<file path="src/sv/psfe_pkg.sv">
// ----------------------------------------------------------------------------
// psfe_pkg
// types, constants and float helpers shared by the frame encoder modules
// ----------------------------------------------------------------------------
package psfe_pkg;

  localparam int CodeW  = 12;
  localparam int FrameLen = 14;

  typedef struct packed {
    logic [CodeW-1:0] voltage_code;
    logic [CodeW-1:0] current_code;
  } sample_t;

  typedef struct packed {
    logic [7:0] frame_byte;
    logic       last_byte;
  } frame_out_t;

  // converted sample waiting in the queue
  typedef struct packed {
    logic [31:0] volt;
    logic [31:0] curr;
  } qentry_t;

  // computed values handed to the serializer
  typedef struct packed {
    logic        valid;
    logic [31:0] curr;
    logic [31:0] volt;
    logic [31:0] pwr;
  } result_t;

  localparam logic [7:0]  FrameHead = 8'hAB;
  localparam logic [31:0] K4096  = 32'h4580_0000;
  localparam logic [31:0] K3p3   = 32'h4053_3333;
  localparam logic [31:0] K50    = 32'h4248_0000;
  localparam logic [31:0] K10010 = 32'h461C_6800;
  localparam logic [31:0] K10    = 32'h4120_0000;
  localparam logic [31:0] K0p005 = 32'h3BA3_D70A;
  localparam logic [11:0] Midscale = 12'd2048;

  // floor(2^50 / divisor significand) for each constant divisor
  localparam logic [63:0] RcpScale = 64'd1 << 50;
  localparam logic [27:0] Rcp4096  = 28'(RcpScale / {40'd0, 1'b1, K4096[22:0]});
  localparam logic [27:0] Rcp50    = 28'(RcpScale / {40'd0, 1'b1, K50[22:0]});
  localparam logic [27:0] Rcp10    = 28'(RcpScale / {40'd0, 1'b1, K10[22:0]});
  localparam logic [27:0] Rcp0p005 = 28'(RcpScale / {40'd0, 1'b1, K0p005[22:0]});

  // exact conversion of a sign-magnitude integer below 4096
  function automatic logic [31:0] int_to_float(input logic sgn, input logic [11:0] mag);
    logic [3:0]  msb;
    logic [23:0] sh;
    logic [31:0] res;
    msb = 4'd0;
    for (int i = 0; i < 12; i++) begin
      if (mag[i]) msb = 4'(i);
    end
    sh = {12'd0, mag} << (5'd23 - {1'b0, msb});
    if (mag == 12'd0) res = 32'd0;
    else res = {sgn, 8'(8'd127 + {4'd0, msb}), sh[22:0]};
    return res;
  endfunction

endpackage

</file>
<file path="src/sv/psfe_front.sv">
// ----------------------------------------------------------------------------
// psfe_front
// accepts adc code pairs, converts them to float and queues them
// ----------------------------------------------------------------------------
module psfe_front import psfe_pkg::*; (
  input  logic    clk,
  input  logic    rst,
  input  logic    in_valid,
  output logic    in_ready,
  input  sample_t in_item,
  output logic    q_valid,
  input  logic    q_pop,
  output qentry_t q_head
);

  qentry_t    slot [2];
  logic       wr_ptr;
  logic       rd_ptr;
  logic [1:0] count;
  logic       push;
  logic       cneg;
  logic [11:0] cmag;
  qentry_t    conv;

  always_comb begin
    cneg = in_item.current_code < Midscale;
    cmag = cneg ? (Midscale - in_item.current_code) : (in_item.current_code - Midscale);
    conv.volt = int_to_float(1'b0, in_item.voltage_code);
    conv.curr = int_to_float(cneg, cmag);
  end

  assign in_ready = count != 2'd2;
  assign push     = in_valid && in_ready;
  assign q_valid  = count != 2'd0;
  assign q_head   = slot[rd_ptr];

  always_ff @(posedge clk) begin
    if (push) slot[wr_ptr] <= conv;
    if (rst) begin
      wr_ptr <= 1'b0;
      rd_ptr <= 1'b0;
      count  <= 2'd0;
    end else begin
      if (push) wr_ptr <= ~wr_ptr;
      if (q_pop) rd_ptr <= ~rd_ptr;
      count <= count + {1'b0, push} - {1'b0, q_pop};
    end
  end

endmodule

</file>
<file path="src/sv/psfe_engine.sv">
// ----------------------------------------------------------------------------
// psfe_engine
// runs the fixed float chain on one shared multiply / divide unit
// ----------------------------------------------------------------------------
module psfe_engine import psfe_pkg::*; (
  input  logic    clk,
  input  logic    rst,
  input  logic    q_valid,
  output logic    q_pop,
  input  qentry_t q_head,
  output result_t res,
  input  logic    res_ready
);

  typedef enum logic [2:0] {S_IDLE, S_ISSUE, S_DIV, S_FIX, S_ADJ, S_RND, S_DONE} state_t;

  localparam logic [3:0] LastStep = 4'd9;

  state_t      state;
  logic [3:0]  step;
  logic [31:0] volt, curr, pwr;
  logic        rsign, rzero, is_div;
  logic signed [9:0] rexp;
  logic [47:0] prod;
  logic [25:0] rem;
  logic [24:0] quo;
  logic [23:0] dvsr;
  logic [24:0] num;
  logic [27:0] rcp;

  // operand selection
  logic [31:0] opa, opb;
  logic        op_div;
  logic [27:0] rcp_sel;
  logic [23:0] ma, mb;
  logic signed [9:0] ea, eb;
  always_comb begin
    opa = volt; opb = K4096; op_div = 1'b1; rcp_sel = Rcp4096;
    case (step)
      4'd0: begin opa = volt; opb = K4096;  op_div = 1'b1; rcp_sel = Rcp4096;  end
      4'd1: begin opa = volt; opb = K3p3;   op_div = 1'b0; rcp_sel = Rcp4096;  end
      4'd2: begin opa = volt; opb = K50;    op_div = 1'b1; rcp_sel = Rcp50;    end
      4'd3: begin opa = volt; opb = K10010; op_div = 1'b0; rcp_sel = Rcp4096;  end
      4'd4: begin opa = volt; opb = K10;    op_div = 1'b1; rcp_sel = Rcp10;    end
      4'd5: begin opa = curr; opb = K4096;  op_div = 1'b1; rcp_sel = Rcp4096;  end
      4'd6: begin opa = curr; opb = K3p3;   op_div = 1'b0; rcp_sel = Rcp4096;  end
      4'd7: begin opa = curr; opb = K50;    op_div = 1'b1; rcp_sel = Rcp50;    end
      4'd8: begin opa = curr; opb = K0p005; op_div = 1'b1; rcp_sel = Rcp0p005; end
      default: begin opa = volt; opb = curr; op_div = 1'b0; rcp_sel = Rcp4096; end
    endcase
    ma = {1'b1, opa[22:0]};
    mb = {1'b1, opb[22:0]};
    ea = $signed({2'b00, opa[30:23]});
    eb = $signed({2'b00, opb[30:23]});
  end

  // constant divide: reciprocal estimate (low by at most one), then remainder
  logic [52:0] qmul;
  logic [48:0] qd;
  logic [48:0] rdiff;
  always_comb begin
    qmul  = {28'd0, num} * {25'd0, rcp};
    qd    = {24'd0, quo} * {25'd0, dvsr};
    rdiff = {num, 24'd0} - qd;
  end

  // normalize and round to nearest even
  logic [23:0] nm;
  logic        ng, ns;
  logic signed [9:0] ne;
  logic [24:0] rsum;
  logic [31:0] rbits;
  always_comb begin
    if (is_div) begin
      nm = quo[24:1]; ng = quo[0]; ns = rem != 26'd0; ne = rexp;
    end else if (prod[47]) begin
      nm = prod[47:24]; ng = prod[23]; ns = |prod[22:0]; ne = rexp + 10'sd1;
    end else begin
      nm = prod[46:23]; ng = prod[22]; ns = |prod[21:0]; ne = rexp;
    end
    rsum = {1'b0, nm} + {24'd0, ng & (ns | nm[0])};
    if (rsum[24]) ne = ne + 10'sd1;
    if (rzero) rbits = {rsign, 31'd0};
    else rbits = {rsign, ne[7:0], rsum[24] ? rsum[23:1] : rsum[22:0]};
  end

  assign q_pop     = state == S_IDLE && q_valid;
  assign res.valid = state == S_DONE;
  assign res.curr  = curr;
  assign res.volt  = volt;
  assign res.pwr   = pwr;

  always_ff @(posedge clk) begin
    if (rst) begin
      state <= S_IDLE;
      step  <= 4'd0;
    end else begin
      case (state)
        S_IDLE: begin
          if (q_valid) begin
            volt  <= q_head.volt;
            curr  <= q_head.curr;
            step  <= 4'd0;
            state <= S_ISSUE;
          end
        end
        S_ISSUE: begin
          is_div <= op_div;
          rsign  <= opa[31] ^ opb[31];
          rzero  <= opa[30:0] == 31'd0 || (!op_div && opb[30:0] == 31'd0);
          if (op_div) begin
            dvsr <= mb;
            rcp  <= rcp_sel;
            if (ma >= mb) begin
              num  <= {1'b0, ma};
              rexp <= ea - eb + 10'sd127;
            end else begin
              num  <= {ma, 1'b0};
              rexp <= ea - eb + 10'sd126;
            end
            state <= S_DIV;
          end else begin
            prod  <= ma * mb;
            rexp  <= ea + eb - 10'sd127;
            state <= S_RND;
          end
        end
        S_DIV: begin
          quo   <= qmul[50:26];
          state <= S_FIX;
        end
        S_FIX: begin
          rem   <= rdiff[25:0];
          state <= S_ADJ;
        end
        S_ADJ: begin
          if (rem >= {2'b00, dvsr}) begin
            quo <= quo + 25'd1;
            rem <= rem - {2'b00, dvsr};
          end
          state <= S_RND;
        end
        S_RND: begin
          if (step <= 4'd4) volt <= rbits;
          else if (step < LastStep) curr <= rbits;
          else pwr <= rbits;
          if (step == LastStep) state <= S_DONE;
          else begin
            step  <= step + 4'd1;
            state <= S_ISSUE;
          end
        end
        S_DONE: begin
          if (res_ready) state <= S_IDLE;
        end
        default: state <= S_IDLE;
      endcase
    end
  end

endmodule

</file>
<file path="src/sv/psfe_serializer.sv">
// ----------------------------------------------------------------------------
// psfe_serializer
// streams the 14-byte frame with a running checksum
// ----------------------------------------------------------------------------
module psfe_serializer import psfe_pkg::*; (
  input  logic       clk,
  input  logic       rst,
  input  result_t    res,
  output logic       res_ready,
  output logic       out_valid,
  input  logic       out_ready,
  output frame_out_t out_item
);

  localparam logic [3:0] LastIdx = 4'(FrameLen - 1);

  logic        busy;
  logic [3:0]  idx;
  logic [31:0] curr, volt, pwr;
  logic [7:0]  sum;
  logic [7:0]  cur_byte;

  always_comb begin
    case (idx)
      4'd0:  cur_byte = FrameHead;
      4'd1:  cur_byte = curr[7:0];
      4'd2:  cur_byte = curr[15:8];
      4'd3:  cur_byte = curr[23:16];
      4'd4:  cur_byte = curr[31:24];
      4'd5:  cur_byte = volt[7:0];
      4'd6:  cur_byte = volt[15:8];
      4'd7:  cur_byte = volt[23:16];
      4'd8:  cur_byte = volt[31:24];
      4'd9:  cur_byte = pwr[7:0];
      4'd10: cur_byte = pwr[15:8];
      4'd11: cur_byte = pwr[23:16];
      4'd12: cur_byte = pwr[31:24];
      default: cur_byte = sum;
    endcase
  end

  assign res_ready           = !busy;
  assign out_valid           = busy;
  assign out_item.frame_byte = cur_byte;
  assign out_item.last_byte  = idx == LastIdx;

  always_ff @(posedge clk) begin
    if (res.valid && !busy) begin
      curr <= res.curr;
      volt <= res.volt;
      pwr  <= res.pwr;
    end
    if (rst) begin
      busy <= 1'b0;
      idx  <= 4'd0;
      sum  <= 8'd0;
    end else if (!busy) begin
      if (res.valid) begin
        busy <= 1'b1;
        idx  <= 4'd0;
        sum  <= 8'd0;
      end
    end else if (out_ready) begin
      if (idx != 4'd0 && idx != LastIdx) sum <= sum + cur_byte;
      if (idx == LastIdx) busy <= 1'b0;
      else idx <= idx + 4'd1;
    end
  end

endmodule

</file>
<file path="src/sv/power_sample_frame_encoder_core.sv">
// ----------------------------------------------------------------------------
// power_sample_frame_encoder_core
// adc sample pair to float telemetry frame encoder
// ----------------------------------------------------------------------------
// each accepted transfer carries a voltage and a current adc code; the block
// turns them into single precision voltage, current and power (every step
// rounded to nearest even, in fixed order) and sends a 14-byte frame: header
// 0xab, current, voltage and power little-endian, then the byte sum of the
// twelve payload bytes. one multiply unit works the ten float steps: a divide
// by one of the constant divisors is a reciprocal multiply, a remainder and a
// one-step correction, then rounding, and a multiply is an issue then a
// rounding; the result is held until the serializer is free to take it. the
// frame then leaves at one byte per cycle while out_ready is high. a two-entry
// queue in front and the frame register behind let a new sample be taken and
// worked on while the previous frame is still being sent.
module power_sample_frame_encoder_core import psfe_pkg::*; (
  input  logic       clk,
  input  logic       rst,
  input  logic       in_valid,
  output logic       in_ready,
  input  sample_t    in_item,
  output logic       out_valid,
  input  logic       out_ready,
  output frame_out_t out_item
);

  // front to engine queue
  logic    q_valid;
  logic    q_pop;
  qentry_t q_head;

  // engine to serializer handoff
  result_t res;
  logic    res_ready;

  // code conversion and queue
  psfe_front u_front (
    .clk      (clk),
    .rst      (rst),
    .in_valid (in_valid),
    .in_ready (in_ready),
    .in_item  (in_item),
    .q_valid  (q_valid),
    .q_pop    (q_pop),
    .q_head   (q_head)
  );

  // float chain
  psfe_engine u_engine (
    .clk       (clk),
    .rst       (rst),
    .q_valid   (q_valid),
    .q_pop     (q_pop),
    .q_head    (q_head),
    .res       (res),
    .res_ready (res_ready)
  );

  // frame output
  psfe_serializer u_ser (
    .clk       (clk),
    .rst       (rst),
    .res       (res),
    .res_ready (res_ready),
    .out_valid (out_valid),
    .out_ready (out_ready),
    .out_item  (out_item)
  );

endmodule
</file>
<file path="config.mk">
export PLATFORM = sky130hd
export DESIGN_NAME = power_sample_frame_encoder_core
export DESIGN_NICKNAME = d
export VERILOG_FILES = /design/src/sv/psfe_pkg.sv /design/src/sv/psfe_front.sv /design/src/sv/psfe_engine.sv /design/src/sv/psfe_serializer.sv /design/src/sv/power_sample_frame_encoder_core.sv
export SDC_FILE = /design/constraint.sdc
export NUM_CORES = 2
export LEC_CHECK = 0
export BUFFER_PORTS_ARGS = -buffer_cell sky130_fd_sc_hd__buf_4
export CORE_UTILIZATION = 44
export CTS_BUF_LIST = sky130_fd_sc_hd__clkbuf_8
export DETAILED_ROUTE_END_ITERATION = 8
export GPL_TIMING_DRIVEN = 0
export PLACE_DENSITY = 0.64
export SETUP_SLACK_MARGIN = 0.02
export SYNTH_ARGS = -nofsm -noshare
export SYNTH_HDL_FRONTEND = slang
export SYNTH_SLANG_ARGS = --single-unit
</file>
<file path="constraint.sdc">
create_clock -name clk -period 9.5 [get_ports clk]
set_clock_uncertainty 0.2 [all_clocks]
set_input_delay 1.9 -clock clk [delete_from_list [all_inputs] [get_ports clk]]
set_output_delay 1.9 -clock clk [all_outputs]
set_load 0.005 [all_outputs]
</file>
==> results_dict.tcl <==
set metrics [dict create \
    cap_viol_max_count 0 \
    dp_cells 9433 \
    status "finished, final reports clean" \
    tightest_slew_ps 1190 \
    insertion_delay_ps 770 \
    numPortBuffers 32 \
    ys_seq_area_share_pct 20.8 \
    numCtsBuffers 86 \
    totalWireLength_um 222000 \
    post-route-util_pct 48.6 \
    cts_tree "built" \
    hp-class "register to register" \
    critical_path_buf_inv_count 10 \
    path_max_fanout 12 \
    drt_iter0_drc 4924 \
    h-tree-depth 3 \
    grt_max_degree 62 \
    fmax_ghz 0.106 \
    first_pass_iters 6 \
    die_h_um 405 \
    start_util_pct 44.3 \
    final_antenna_net_count 0 \
    cts_buffer_depth 3 \
    wire_per_inst_um 23.0 \
    syn_area_mm2 0.0713 \
    clockRootBuffer "clkbuf_8" \
    cts_hold_buf 0 \
    gp_congestion 1.02 \
    fillers 15000 \
    fin_crit_ps 9430 \
    hpwlAfterDp_um 181000 \
    cpPeakStageDelay_ps 560 \
    synth_seq_cells 503 \
    die-area_mm2 0.164 \
    grt_util_all_layers_pct 27.7 \
    vias_per_cell 5.43 \
    slew_headroom_pct 20.5 \
    final-setup-viol-count 0 \
    synth_edf_count 478 \
    yosysTopAreaCellShare_pct 34.3 \
    hold_viol_final 0 \
    route.vias.total 52400 \
    yosysUniqueCellTypes 87 \
    grt_first_pass_wirelength_um 337000 \
    drcViolationCount 0 \
    cpLargestDelayFamily "adder cells" \
    synth_top_area_cell "fa_1" \
    synth_warnings 0 \
    path_clk_slew_ps 60 \
    required_ps 9810 \
    slew_violations 0 \
    startpoint_type "register" \
    grt_pass1_vias 54800 \
    crit_type "register to register" \
    async_flop_share_pct 0 \
    cp_common_cell "fa_1" \
    cp_data_arrival_time_ps 9740 \
    syn_inst 7169 \
    final_common_cell "inv_1" \
    clkSinkCount 503 \
    avgSynthCellArea_um2 9.94 \
    fp.coreArea_mm2 0.161 \
    rsz0062_at_grt "yes" \
    setup.worst_path.end_class "register" \
    final_cell_mix "1610 x inv_1, 1221 x fa_1, 662 x ha_1" \
    drive_gt1_share_pct 6.46 \
    whs_ps 215 \
    fin_cells 9659 \
    ys.flop_type "edfxtp_1" \
    num_rows 147 \
    overflow 0 \
    cpMaxStageDelayCell "fa_1" \
    fin_crit_sh_pct 99.3 \
    synth_area_leaders "fa_1 34%, edfxtp_1 20%, ha_1 12%, inv_1 8.4%, nor2_1 3.1%" \
    antenna_found_initial 10 \
    nNetsFinal 9339 \
    die-width_um 405 \
    areaGrowthSynthToFinish_pct 9.51 \
    pin_count 39 \
]
-- worst paths after layout --
check	startpoint	to	slack, ps	depth (start not counted)
max reg2reg	u_engine.step[0]	u_engine.prod[46]	70	35
min	u_engine.pwr[12]	u_ser.pwr[12]	220	0
min reg2reg	u_engine.pwr[12]	u_ser.pwr[12]	220	0
max	u_engine.step[0]	u_engine.prod[46]	70	35
-- timing repair --
item,in CTS,in global routing
setup buffers,48,31
pin swaps,4,11
setup endpoints to repair,48,28
gates resized for setup,231,126
-- flip-flops by register name, summed over array words and instances (netlist names), 2 cells and up, named ones only --
name / flops
u_engine.volt: 32
u_front.count: 2
u_engine.curr: 32
u_engine.prod: 48
u_ser.idx: 4
u_engine.num: 25
u_ser.pwr: 32
u_engine.rem: 26
u_engine.step: 4
u_engine.quo: 25
u_engine.dvsr: 23
u_ser.sum: 8
u_front.slot: 122
u_engine.pwr: 32
u_engine.rexp: 8
u_ser.volt: 32
u_ser.curr: 32
u_engine.state: 3
u_engine.rcp: 6
-- cells in the mapped netlist (54+ instances only) --
cell type	n
inv_1	1600
fa_1	1221
xor2_1	81
clkbuf_1	222
edfxtp_1	478
a21o_1	74
o21ai_0	132
ha_1	667
nor2_1	586
mux2i_1	140
nand3_1	54
nand2_1	544
xnor2_1	166
and2_1	322
a21oi_1	271
-- logic make-up (layout without fill, tap and decap cells) --
| group | count (synthesis) | after routing | synth area share, % |
|---|---|---|---|
| simple gates | 1771 | 1771 | 11.5 |
| other cells | 1 | 57 | 0.00526 |
| compound gates | 725 | 725 | 6.33 |
| mux | 165 | 165 | 2.38 |
| fa+ha+maj | 1888 | 1888 | 46.0 |
| flops | 503 | 503 | 20.8 |
| buf+inv | 1869 | 2143 | 9.88 |
| xor+xnor | 247 | 247 | 3.03 |
-- final cells by class --
class	instances	area, um^2	area share, %
clock buffer	89	1220	1.57
timing repair buffer	134	1250	1.60
multi-input combinational	4846	50100	64.2
antenna	7	17.5	0.0224
sequential	503	14900	19.0
tap	2160	2700	3.46
clock inverter	68	447	0.572
inverter	1606	6080	7.79
buffer	246	1340	1.72
-- metal layers --
metal  up-vias  part of all wire [%]  track usage (%)
met4         6                   5.0             11.7
met2      2516                    45             43.5
li1      22900                     -                -
met1     26400                    40             36.7
met5         -                 0.018                0
met3       612                   9.7             6.23
-- stage by stage --
| stage | setup TNS [ps] | setup slack [ps] | area, um^2 |
|---|---|---|---|
| detailed placement | -47410 | -2360 | 74800 |
| finish | 0 | 66.8 | 78100 |
| floorplan | 0 | 40.6 | 71500 |
| global route | -1110 | -242 | 78100 |
| global placement | -71270 | -3060 | 74400 |
| CTS | -127 | -127 | 77500 |
-- worst reg2reg max path, delay by kind of cell (launching register included) --
kind | cells | cell delay [ps]
xor+xnor | 1 | 90
fa+ha+maj | 9 | 4200
simple gates | 4 | 530
mux | 1 | 360
buf+inv | 10 | 1100
compound gates | 10 | 2300
flops | 1 | 380
Power is left out: the tool's default activity adds up to more than one toggle a clock period on the data nets, which glitch-free logic cannot reach.
